[config.mk]
export PLATFORM = sky130hd
export DESIGN_NAME = register_slot_allocator_fifo
export DESIGN_NICKNAME = d
export VERILOG_FILES = /design/src/sv/rsaf_pkg.sv /design/src/sv/register_slot_allocator_fifo.sv
export SDC_FILE = /design/constraint.sdc
export NUM_CORES = 1
export LEC_CHECK = 0
export BUFFER_PORTS_ARGS = -buffer_cell sky130_fd_sc_hd__clkbuf_2
export CAP_MARGIN = 15
export CORE_MARGIN = 2
export CORE_UTILIZATION = 66
export CTS_BUF_LIST = sky130_fd_sc_hd__clkbuf_4 sky130_fd_sc_hd__clkbuf_8
export CTS_CLUSTER_SIZE = 10
export DETAILED_ROUTE_END_ITERATION = 7
export PLACE_DENSITY_LB_ADDON = 0.08
export SYNTH_ARGS = -nofsm -noshare
export SYNTH_HDL_FRONTEND = slang
export SYNTH_SLANG_ARGS = --single-unit
[constraint.sdc]
create_clock -name clock -period 6.7 [get_ports clock]
set_input_delay 1.34 -clock clock [delete_from_list [all_inputs] [get_ports clock]]
set_output_delay 1.34 -clock clock [all_outputs]
set_load 0.05 [all_outputs]
[src/sv/rsaf_pkg.sv]
// ----------------------------------------------------------------------------
// rsaf_pkg: shared types and constants of the register slot allocator
// Transfer payloads, opcodes and field widths used by the allocator top level.
// ----------------------------------------------------------------------------
`default_nettype none

package rsaf_pkg;

   localparam int NUM_SLOTS_DEF = 20;
   localparam int SLOT_W        = 5;
   localparam int VAR_W         = 16;
   localparam int AGE_W         = 16;
   localparam int OP_W          = 2;

   localparam logic [AGE_W-1:0] AGE_MAX = {AGE_W{1'b1}};

   localparam logic [OP_W-1:0] OP_VAR   = 2'd0;
   localparam logic [OP_W-1:0] OP_CONST = 2'd1;
   localparam logic [OP_W-1:0] OP_FLUSH = 2'd2;

   typedef struct packed {
      logic [OP_W-1:0]  opcode;
      logic [VAR_W-1:0] var_id;
   } req_type;

   typedef struct packed {
      logic [SLOT_W-1:0] slot_index;
      logic              hit;
      logic              evicted;
      logic [VAR_W-1:0]  evicted_var_id;
   } rsp_type;

   typedef enum logic [2:0] {
      ST_IDLE   = 3'b001,
      ST_SCAN   = 3'b010,
      ST_FINISH = 3'b100
   } state_type;

endpackage

`default_nettype wire

[src/sv/register_slot_allocator_fifo.sv]
// ----------------------------------------------------------------------------
// register_slot_allocator_fifo: fully associative slot allocator, age eviction
// Maps variable identifiers onto register slots, evicting the oldest occupant
// when no slot is free. One slot is examined per cycle by a shared comparator.
// ----------------------------------------------------------------------------
//
//   channel  direction  handshake          payload
//   req_     in         req_valid/stall    rsaf_pkg::req_type (opcode, var_id)
//   rsp_     out        rsp_valid/stall    rsaf_pkg::rsp_type (slot, hit, ...)
//
// A request or constant is handled by a scan that visits one slot per cycle
// through a single match / free / age compare unit, then one commit.
// A hit ends the scan at the matching slot. Flush and the unused opcode skip
// the scan and go straight to the commit. Reset empties every slot at once. The result register decouples
// the sides: a new request is taken while a result waits, and the commit of
// the following item holds until that result has transferred.
// ----------------------------------------------------------------------------
`default_nettype none

module register_slot_allocator_fifo #(
   parameter int NUM_SLOTS = rsaf_pkg::NUM_SLOTS_DEF
) (
   input  wire logic              clock,
   input  wire logic              reset,
   input  wire logic              req_valid,
   output logic                   req_stall,
   input  wire rsaf_pkg::req_type req_data,
   output logic                   rsp_valid,
   input  wire logic              rsp_stall,
   output rsaf_pkg::rsp_type      rsp_data
);
   import rsaf_pkg::*;

   localparam int IDX_W = $clog2(NUM_SLOTS);
   localparam logic [IDX_W-1:0] IDX_LAST = IDX_W'(NUM_SLOTS - 1);

   // slot storage
   logic [NUM_SLOTS-1:0] slot_valid_ff;
   logic [NUM_SLOTS-1:0] slot_const_ff;
   logic [VAR_W-1:0]     slot_var_ff [NUM_SLOTS];
   logic [AGE_W-1:0]     slot_age_ff [NUM_SLOTS];

   // sequencer and scan results
   state_type        state_ff, state_in;
   req_type          req_ff;
   logic [IDX_W-1:0] idx_ff;
   logic             hit_ff;
   logic [IDX_W-1:0] hit_idx_ff;
   logic             free_found_ff;
   logic [IDX_W-1:0] free_idx_ff;
   logic [AGE_W-1:0] best_age_ff;
   logic [IDX_W-1:0] old_idx_ff;
   logic             old_const_ff;
   logic [VAR_W-1:0] old_var_ff;

   logic    rsp_valid_ff;
   rsp_type rsp_data_ff;

   // shared compare unit on the slot under the scan pointer
   logic             cur_valid;
   logic             cur_match;
   logic [AGE_W-1:0] cur_aged;
   logic             cur_older;
   logic             out_free;
   logic             commit;
   logic             alloc;
   logic [IDX_W-1:0] pick;
   rsp_type          rsp_in;

   assign cur_valid = slot_valid_ff[idx_ff];
   assign cur_match = cur_valid && !slot_const_ff[idx_ff]
                      && (slot_var_ff[idx_ff] == req_ff.var_id)
                      && (req_ff.opcode == OP_VAR);
   assign cur_aged  = (slot_age_ff[idx_ff] == AGE_MAX) ? AGE_MAX
                      : slot_age_ff[idx_ff] + AGE_W'(1);
   assign cur_older = (idx_ff == '0) || (cur_aged > best_age_ff);

   assign out_free = !rsp_valid_ff || !rsp_stall;
   assign commit   = (state_ff == ST_FINISH) && out_free;
   assign alloc    = !hit_ff && (req_ff.opcode == OP_VAR || req_ff.opcode == OP_CONST);
   assign pick     = free_found_ff ? free_idx_ff : old_idx_ff;

   assign req_stall = (state_ff != ST_IDLE);
   assign rsp_valid = rsp_valid_ff;
   assign rsp_data  = rsp_data_ff;

   always_comb begin
      rsp_in = '0;
      if (hit_ff) begin
         rsp_in.slot_index = SLOT_W'(hit_idx_ff);
         rsp_in.hit        = 1'b1;
      end else if (alloc) begin
         rsp_in.slot_index = SLOT_W'(pick);
         if (!free_found_ff) begin
            rsp_in.evicted        = 1'b1;
            rsp_in.evicted_var_id = old_const_ff ? '0 : old_var_ff;
         end
      end
   end

   always_comb begin
      state_in = state_ff;
      unique case (state_ff)
         ST_IDLE: begin
            if (req_valid) begin
               if (req_data.opcode == OP_VAR || req_data.opcode == OP_CONST) begin
                  state_in = ST_SCAN;
               end else begin
                  state_in = ST_FINISH;
               end
            end
         end
         ST_SCAN: begin
            if (cur_match || idx_ff == IDX_LAST) begin
               state_in = ST_FINISH;
            end
         end
         ST_FINISH: begin
            if (out_free) begin
               state_in = ST_IDLE;
            end
         end
         default: state_in = ST_IDLE;
      endcase
   end

   always_ff @(posedge clock) begin
      if (reset) begin
         state_ff     <= ST_IDLE;
         rsp_valid_ff <= 1'b0;
      end else begin
         state_ff <= state_in;
         if (commit) begin
            rsp_valid_ff <= 1'b1;
         end else if (!rsp_stall) begin
            rsp_valid_ff <= 1'b0;
         end
      end
   end

   // scan bookkeeping
   always_ff @(posedge clock) begin
      if (state_ff == ST_IDLE && req_valid) begin
         req_ff        <= req_data;
         idx_ff        <= '0;
         hit_ff        <= 1'b0;
         free_found_ff <= 1'b0;
      end else if (state_ff == ST_SCAN) begin
         if (cur_match) begin
            hit_ff     <= 1'b1;
            hit_idx_ff <= idx_ff;
         end
         if (!cur_valid && !free_found_ff) begin
            free_found_ff <= 1'b1;
            free_idx_ff   <= idx_ff;
         end
         // lowest index wins ties: replace only on strictly older
         if (cur_older) begin
            best_age_ff  <= cur_aged;
            old_idx_ff   <= idx_ff;
            old_const_ff <= slot_const_ff[idx_ff];
            old_var_ff   <= slot_var_ff[idx_ff];
         end
         if (idx_ff != IDX_LAST) begin
            idx_ff <= idx_ff + IDX_W'(1);
         end
      end
   end

   always_ff @(posedge clock) begin
      if (commit) begin
         rsp_data_ff <= rsp_in;
      end
   end

   // slot state: flush empties every slot; a miss ages every occupant, then installs the new occupant
   always_ff @(posedge clock) begin
      if (reset) begin
         slot_valid_ff <= '0;
      end else if (commit) begin
         if (req_ff.opcode == OP_FLUSH) begin
            slot_valid_ff <= '0;
         end else if (alloc) begin
            slot_valid_ff[pick] <= 1'b1;
         end
      end
   end

   always_ff @(posedge clock) begin
      if (commit && alloc) begin
         for (int i = 0; i < NUM_SLOTS; i++) begin
            if (IDX_W'(i) == pick) begin
               slot_age_ff[i] <= '0;
            end else if (slot_valid_ff[i] && slot_age_ff[i] != AGE_MAX) begin
               slot_age_ff[i] <= slot_age_ff[i] + AGE_W'(1);
            end
         end
         slot_const_ff[pick] <= (req_ff.opcode == OP_CONST);
         slot_var_ff[pick]   <= (req_ff.opcode == OP_CONST) ? '0 : req_ff.var_id;
      end
   end

   // ------------------------------------------------------------------------
   a_hit_no_evict: assert property (@(posedge clock) disable iff (reset)
      rsp_valid_ff |-> !(rsp_data_ff.hit && rsp_data_ff.evicted))
      else $error("hit result reports an eviction");

   a_slot_range: assert property (@(posedge clock) disable iff (reset)
      rsp_valid_ff |-> (rsp_data_ff.slot_index < SLOT_W'(NUM_SLOTS)))
      else $error("slot index out of range");

   a_flush_empties: assert property (@(posedge clock) disable iff (reset)
      (commit && req_ff.opcode == OP_FLUSH) |=> (slot_valid_ff == '0))
      else $error("flush left occupied slots");

   a_evict_only_full: assert property (@(posedge clock) disable iff (reset)
      (commit && alloc && !free_found_ff) |-> (&slot_valid_ff))
      else $error("eviction while a free slot exists");

endmodule

`default_nettype wire

==> flow_metrics.py, run 1 <==
metrics = {
    "run_status": {
        "status": "finished, final reports clean",
    },
    "critical_path": {
        "arrival_ns": 6.19,
        "reg2reg_to": "old_idx_ff[4]$_DFFE_PP_",
        "slowest_stage": "dfxtp_4",
        "path_cells": "buf_4 > mux4_2 > a22o_1 > a221oi_1 > a211oi_1 > o21ai_1 > or3_1 > nand2b_1 > buf_4 > nand3_1 > ha_1 > nand4_1 > or3_1 > o2111ai_1 > o211a_1 > buf_4",
        "r2r_cells": 16,
        "cp_max_fo": 32,
        "endpoint_kind": "flop",
        "path_class": "reg2reg",
        "critical_path.most_common_cell": "buf_4",
        "r2r_slack_ns": 0.88,
        "start_kind": "flop",
        "endpoint": "old_idx_ff[4]$_DFFE_PP_",
        "cpPeakStageDelay_ns": 0.73,
        "required_ns": 7.07,
    },
    "synth": {
        "ys_seq_area_frac": 0.604,
        "ys_ff_latch": 785,
        "synth_edf_count": 749,
        "synth.cell_area_mm2": 0.0384,
        "ys_types": 79,
        "yosysWarningCount": 0,
        "synthCells": 2916,
        "synth_async_sr_flop_share": 0,
        "syn_nets": 2977,
        "synth_flop_cell": "edfxtp_1",
        "synth.avg_cell_area_um2": 13.2,
    },
    "grt": {
        "grt_max_degree": 114,
        "grt_usage": 0.333,
        "grt-ovfl-total": 0,
        "antenna_found_initial": 3,
        "use_met2": 0.497,
        "grt_pass1_wl_um": 148000,
        "gr-usage-met3": 0.0666,
        "grt_pass1_vias": 24300,
        "busiest_layer": "met2",
        "met1_usage": 0.497,
    },
    "sta": {
        "maxSlewViolCount": 0,
        "max_slew_margin": 0.200,
        "min_period_ns": 5.82,
        "hold_viol_final": 0,
        "fin_hold_ws_ns": 0.499,
        "rsz0062_at_grt": "no",
        "setup_tns_ns": 0,
        "skew_ns": 0.0498,
        "fmax_ghz": 0.172,
        "setup_ws_ns": 0.878,
        "tightest_slew_ns": 1.20,
        "setup_violations": 0,
        "min_period_over_period": 0.869,
    },
    "floorplan": {
        "dieArea_mm2": 0.0602,
        "die_h_um": 245,
        "std_cell_rows": 88,
        "boundaryPins": 47,
        "die_w_um": 245,
        "core-area_mm2": 0.0576,
        "start_util": 0.667,
    },
    "layout": {
        "nets": 3116,
        "drive_above_1_share": 0.155,
        "area_growth_pct": 9.66,
        "final_common_cell": "edfxtp_1",
        "mostFrequentLayoutCells": "edfxtp_1, nor2_1, nand2_1",
    },
    "detailed_routing": {
        "drc": 0,
        "wire_per_inst_um": 25.2,
        "dr_total_vias": 25500,
        "dr.pass1.iters": 6,
        "ant_nets": 0,
        "drt_iter0_drc": 2935,
        "via_per_inst": 6.48,
        "wl_um": 98800,
    },
    "clock_tree": {
        "clk_pin_slew_ns": 0.06,
        "clockRootBuffer": "clkbuf_8",
        "htreeDepth": 3,
        "hold_buffers": 0,
        "cts_buffer_depth": 3,
        "numCtsBuffers": 121,
        "cts_resized": 0,
        "clk_latency_ns": 0.76,
        "cts_sinks": 785,
        "cts_setup_buffers": 0,
        "cts_tree": "built",
    },
    "worst_hold_path": {
        "hold_class": "reg2reg",
    },
    "placement": {
        "dpl.hpwl_um": 68400,
        "gp_congestion": 0.979,
        "portBuffers": 46,
        "dp_slack_ns": 0.925,
    },
    "pwr": {
        "worst_ir_drop_vdd_v": 0.000218,
        "powerDensity_mw_per_mm2": 247,
        "leakagePower_uw": 0.0141,
    },
    "job": {
        "cap_violations": 0,
    },
}
-- sequential cells by signal (all words and copies together), names as in the netlist, 3 cells and up, named ones only --
register	flops
slot_age_ff	320
slot_var_ff	320
rsp_data	23
slot_const_ff	20
slot_valid_ff	20
req_ff	18
best_age_ff	16
old_var_ff	16
free_idx_ff	5
hit_idx_ff	5
idx_ff	5
old_idx_ff	5
state_ff	3
-- logic make-up (layout without fill, tap and decap cells) --
kind of cell,after synthesis,in the layout,synth area share
AOI/OAI and AO/OA,236,236,0.0427
xor gates and xnor gates,303,303,0.0690
adders and majority gates,39,39,0.0127
buffers and inverters,178,421,0.0255
DFF,785,785,0.604
muxes,256,256,0.110
other,0,1,0
and+or+nand+nor,1119,1119,0.136
-- layer usage --
layer,routed length (um),part of all wire,vias to the layer above
met2,44300,0.45,1497
met1,40200,0.41,12600
met5,12,0.00012,-
met4,2900,0.029,2
li1,-,-,11200
met3,11400,0.12,180
-- synthesized netlist by cell type, drive strengths merged (4+ instances only) --
cell type  count  area, um^2
nand4         56         350
edfxtp       749       22500
a31o           9        78.8
a22oi         28         210
a211oi         6        50.1
nor3          25         141
buf           52         507
nor2b         11        68.8
and2          42         263
o21ai         40         200
a21oi         47         235
a21o           7        52.6
and3         103         644
or2            8        50.1
nor2         469        1760
nor3b          7        52.6
o21bai         4        30.0
dfxtp         36         721
or3            7        43.8
mux4         128        2940
and4           5        43.8
o21a           6        45.0
nor4b          4        47.6
mux2i        121        1220
nand2        189         709
a22o          14         123
clkbuf        58         219
nand2b        14        87.6
nor4           4        31.3
o22ai          7        43.8
a31oi         26         163
a221oi        10        87.6
mux2           7        78.8
inv           68         255
xnor2        121        1060
ha            39         488
and3b          4        35.0
xor2         182        1590
nand3        163         821
-- report_power, final --
group	switching, uW	internal, uW
Combinational	462	277
Sequential	40.5	5420
Clock	1950	2270
Total	2450	7970
-- worst max-delay path, delay by kind of cell, from the launching register on --
family | cells | cell delay, ns
fa+ha+maj | 1 | 0.30
mux | 1 | 0.57
compound gates | 6 | 1.69
simple gates | 5 | 1.09
buf+inv | 3 | 1.05
flops | 1 | 0.73
-- worst min-delay path by stage --
stage                                        start                        endpoint  slack (ns)  depth (start not counted)
finish              slot_valid_ff[10]$_SDFFE_PP0P_  slot_valid_ff[10]$_SDFFE_PP0P_        0.50                          2
global route               old_var_ff[1]$_DFFE_PP_       rsp_data[1]$_SDFFCE_PP0P_        0.53                          1
CTS                 slot_valid_ff[10]$_SDFFE_PP0P_  slot_valid_ff[10]$_SDFFE_PP0P_        0.50                          2
detailed placement  slot_valid_ff[10]$_SDFFE_PP0P_  slot_valid_ff[10]$_SDFFE_PP0P_        0.48                          2
global placement    slot_valid_ff[16]$_SDFFE_PP0P_  slot_valid_ff[16]$_SDFFE_PP0P_        0.47                          2
floorplan                   idx_ff[2]$_SDFFE_PP0P_        free_idx_ff[2]$_DFFE_PP_        0.44                          0
-- final cells by class --
| class | count | area, um^2 |
|---|---|---|
| flip-flops and latches | 785 | 23200 |
| repair buffers | 126 | 856 |
| inverters | 68 | 255 |
| fillers | 3782 | 15400 |
| clock inverters | 74 | 622 |
| well taps | 765 | 957 |
| clock buffers | 153 | 1940 |
| multi-input cells | 1953 | 14300 |
| diodes | 1 | 2.50 |
-- through the flow --
stage | util | std cells | area (um^2) | total power (uW)
after floorplan | - | 2916 | 38400 | 6070
after global placement | 0.687 | 3695 | 39600 | 6270
after detailed placement | 0.687 | 3695 | 39600 | 6280
after CTS | 0.732 | 3922 | 42100 | 10500
after global routing | 0.732 | 3925 | 42200 | 10700
final | 0.732 | 3925 | 42200 | 10400
Power figures use the tool's default switching activity.
==> inputs of run 2 (changes only) <==
--- a/config.mk
+++ b/config.mk
@@ -8,7 +8,7 @@
 export BUFFER_PORTS_ARGS = -buffer_cell sky130_fd_sc_hd__clkbuf_2
 export CAP_MARGIN = 15
 export CORE_MARGIN = 2
-export CORE_UTILIZATION = 66
+export CORE_UTILIZATION = 60
 export CTS_BUF_LIST = sky130_fd_sc_hd__clkbuf_4 sky130_fd_sc_hd__clkbuf_8
 export CTS_CLUSTER_SIZE = 10
 export DETAILED_ROUTE_END_ITERATION = 7
==> flow_metrics.py, run 2 (synthesis gave the netlist of run 1 again) <==
metrics = {
    "run_status": {
        "status": "finished, final reports clean",
    },
    "layout": {
        "fillers": 4584,
        "drive_above_1_share": 0.159,
        "nets": 3126,
        "multiInputGateArea_mm2": 0.0143,
        "ff_latch_area_mm2": 0.0232,
        "final_common_cell": "edfxtp_1",
        "mostFrequentLayoutCells": "edfxtp_1, nor2_1, nand2_1",
        "area_growth_pct": 9.96,
        "final_util": 0.669,
    },
    "critical_path": {
        "start_kind": "flop",
        "endpoint_kind": "flop",
        "cp_max_fo": 34,
        "r2r_cells": 22,
        "cpPeakStageDelay_ns": 0.76,
        "path_class": "reg2reg",
        "r2r_slack_ns": 0.56,
        "required_ns": 7.13,
        "path_cells": "nor2b_2 > a22oi_1 > a21oi_1 > a211oi_2 > ha_1 > nand2_1 > o31ai_1 > a31oi_1 > or2_2 > or3_1 > nand2b_1 > and2_1 > ha_1 > nor2b_1 > o21a_1 > o21a_1 > o21ai_0 > nand2b_1 > a21oi_1 > o2111ai_1 > o211a_1 > buf_4",
        "arrival_ns": 6.56,
        "reg2reg_to": "old_var_ff[10]$_DFFE_PP_",
        "slowest_stage": "dfxtp_4",
        "endpoint": "old_var_ff[10]$_DFFE_PP_",
    },
    "pwr": {
        "swShare": 0.240,
        "powerDensity_mw_per_mm2": 247,
        "power_frac_clock": 0.406,
        "worst_ir_drop_vdd_v": 0.000159,
        "combinationalPowerShare": 0.070,
        "p_sw_uw": 2510,
        "p_int_uw": 7910,
        "leakagePower_uw": 0.0141,
        "power.total_uw": 10400,
        "p_seq_frac": 0.524,
    },
    "placement": {
        "portBuffers": 46,
        "dp_slack_ns": 0.577,
        "gp_congestion": 0.953,
        "dpl.hpwl_um": 70100,
    },
    "detailed_routing": {
        "via_per_inst": 6.32,
        "dr.pass1.iters": 6,
        "wl_um": 101000,
        "drt_iter0_drc": 3117,
        "ant_nets": 0,
        "dr_total_vias": 25400,
        "wire_per_inst_um": 25.1,
        "drc": 0,
    },
    "sta": {
        "setup_ws_ns": 0.563,
        "tightest_slew_ns": 1.11,
        "max_slew_margin": 0.261,
        "setup_tns_ns": 0,
        "min_period_ns": 6.14,
        "hold_viol_final": 0,
        "maxSlewViolCount": 0,
        "min_period_over_period": 0.916,
        "fmax_ghz": 0.163,
        "rsz0062_at_grt": "no",
        "setup_violations": 0,
        "skew_ns": 0.0353,
        "fin_hold_ws_ns": 0.504,
    },
    "clock_tree": {
        "cts_setup_buffers": 0,
        "clk_latency_ns": 0.79,
        "numCtsBuffers": 135,
        "cts_resized": 0,
        "clockRootBuffer": "clkbuf_8",
        "hold_buffers": 0,
        "cts_sinks": 785,
        "clk_pin_slew_ns": 0.06,
        "htreeDepth": 4,
        "cts_buffer_depth": 3,
        "cts_tree": "built",
    },
    "worst_hold_path": {
        "hold_class": "reg2reg",
        "hold_path_depth": 2,
    },
    "grt": {
        "grt_pass1_wl_um": 150000,
        "grt_usage": 0.306,
        "grt_pass1_vias": 24300,
        "grt-ovfl-total": 0,
        "antenna_found_initial": 8,
        "grt_max_degree": 76,
    },
    "floorplan": {
        "die_w_um": 257,
        "start_util": 0.608,
        "std_cell_rows": 92,
        "die_h_um": 257,
        "boundaryPins": 47,
        "core-area_mm2": 0.0632,
        "dieArea_mm2": 0.0661,
    },
    "job": {
        "cap_violations": 0,
    },
}
## run 2: per-stage QoR
| step | instances | cell area (um^2) |
|---|---|---|
| after global placement | 3773 | 39700 |
| after global routing | 4015 | 42300 |
| after floorplan | 2916 | 38400 |
| after detailed placement | 3773 | 39700 |
| after CTS | 4013 | 42300 |
| final | 4016 | 42300 |
## run 2: layer usage
metal  vias to the layer above  track usage  part of all wire
li1                      11200            -                 -
met1                     12700        0.446              0.41
met4                         6        0.110             0.032
met5                         -            0           0.00068
met3                       207       0.0728              0.11
met2                      1306        0.453              0.45
## run 2: area by class of cell
class / count / share of cell area
diodes: 2 / 0.000118
flip-flops and latches: 785 / 0.549
multi-input cells: 1953 / 0.338
clock inverters: 61 / 0.00918
repair buffers: 122 / 0.0195
inverters: 68 / 0.00604
clock buffers: 179 / 0.0524
well taps: 846 / 0.0250
## run 2: how the worst min path moves through the flow
stage / slack (ns) / to / start
global route: 0.55 / rsp_data[7]$_SDFFCE_PP0P_ / old_var_ff[7]$_DFFE_PP_
finish: 0.50 / slot_valid_ff[16]$_SDFFE_PP0P_ / slot_valid_ff[16]$_SDFFE_PP0P_
CTS: 0.51 / slot_valid_ff[16]$_SDFFE_PP0P_ / slot_valid_ff[16]$_SDFFE_PP0P_
detailed placement: 0.49 / slot_valid_ff[16]$_SDFFE_PP0P_ / slot_valid_ff[16]$_SDFFE_PP0P_
floorplan: 0.44 / free_idx_ff[2]$_DFFE_PP_ / idx_ff[2]$_SDFFE_PP0P_
global placement: 0.47 / slot_valid_ff[10]$_SDFFE_PP0P_ / slot_valid_ff[10]$_SDFFE_PP0P_
## run 2: worst max-delay path: cells and delay by family, from the launching register on
kind,cells,cell delay (ns)
compound gates,11,2.25
fa+ha+maj,2,0.49
simple gates,8,1.78
buf+inv,1,0.44
flops,1,0.76
## run 2: power groups by stage
stage / Sequential, uW / Clock [uW] / Combinational, uW
floorplan: 5540 / 0 / 533
global placement: 5560 / 0 / 701
detailed placement: 5560 / 0 / 710
CTS: 5460 / 4290 / 715
global route: 5460 / 4510 / 794
finish: 5460 / 4230 / 724
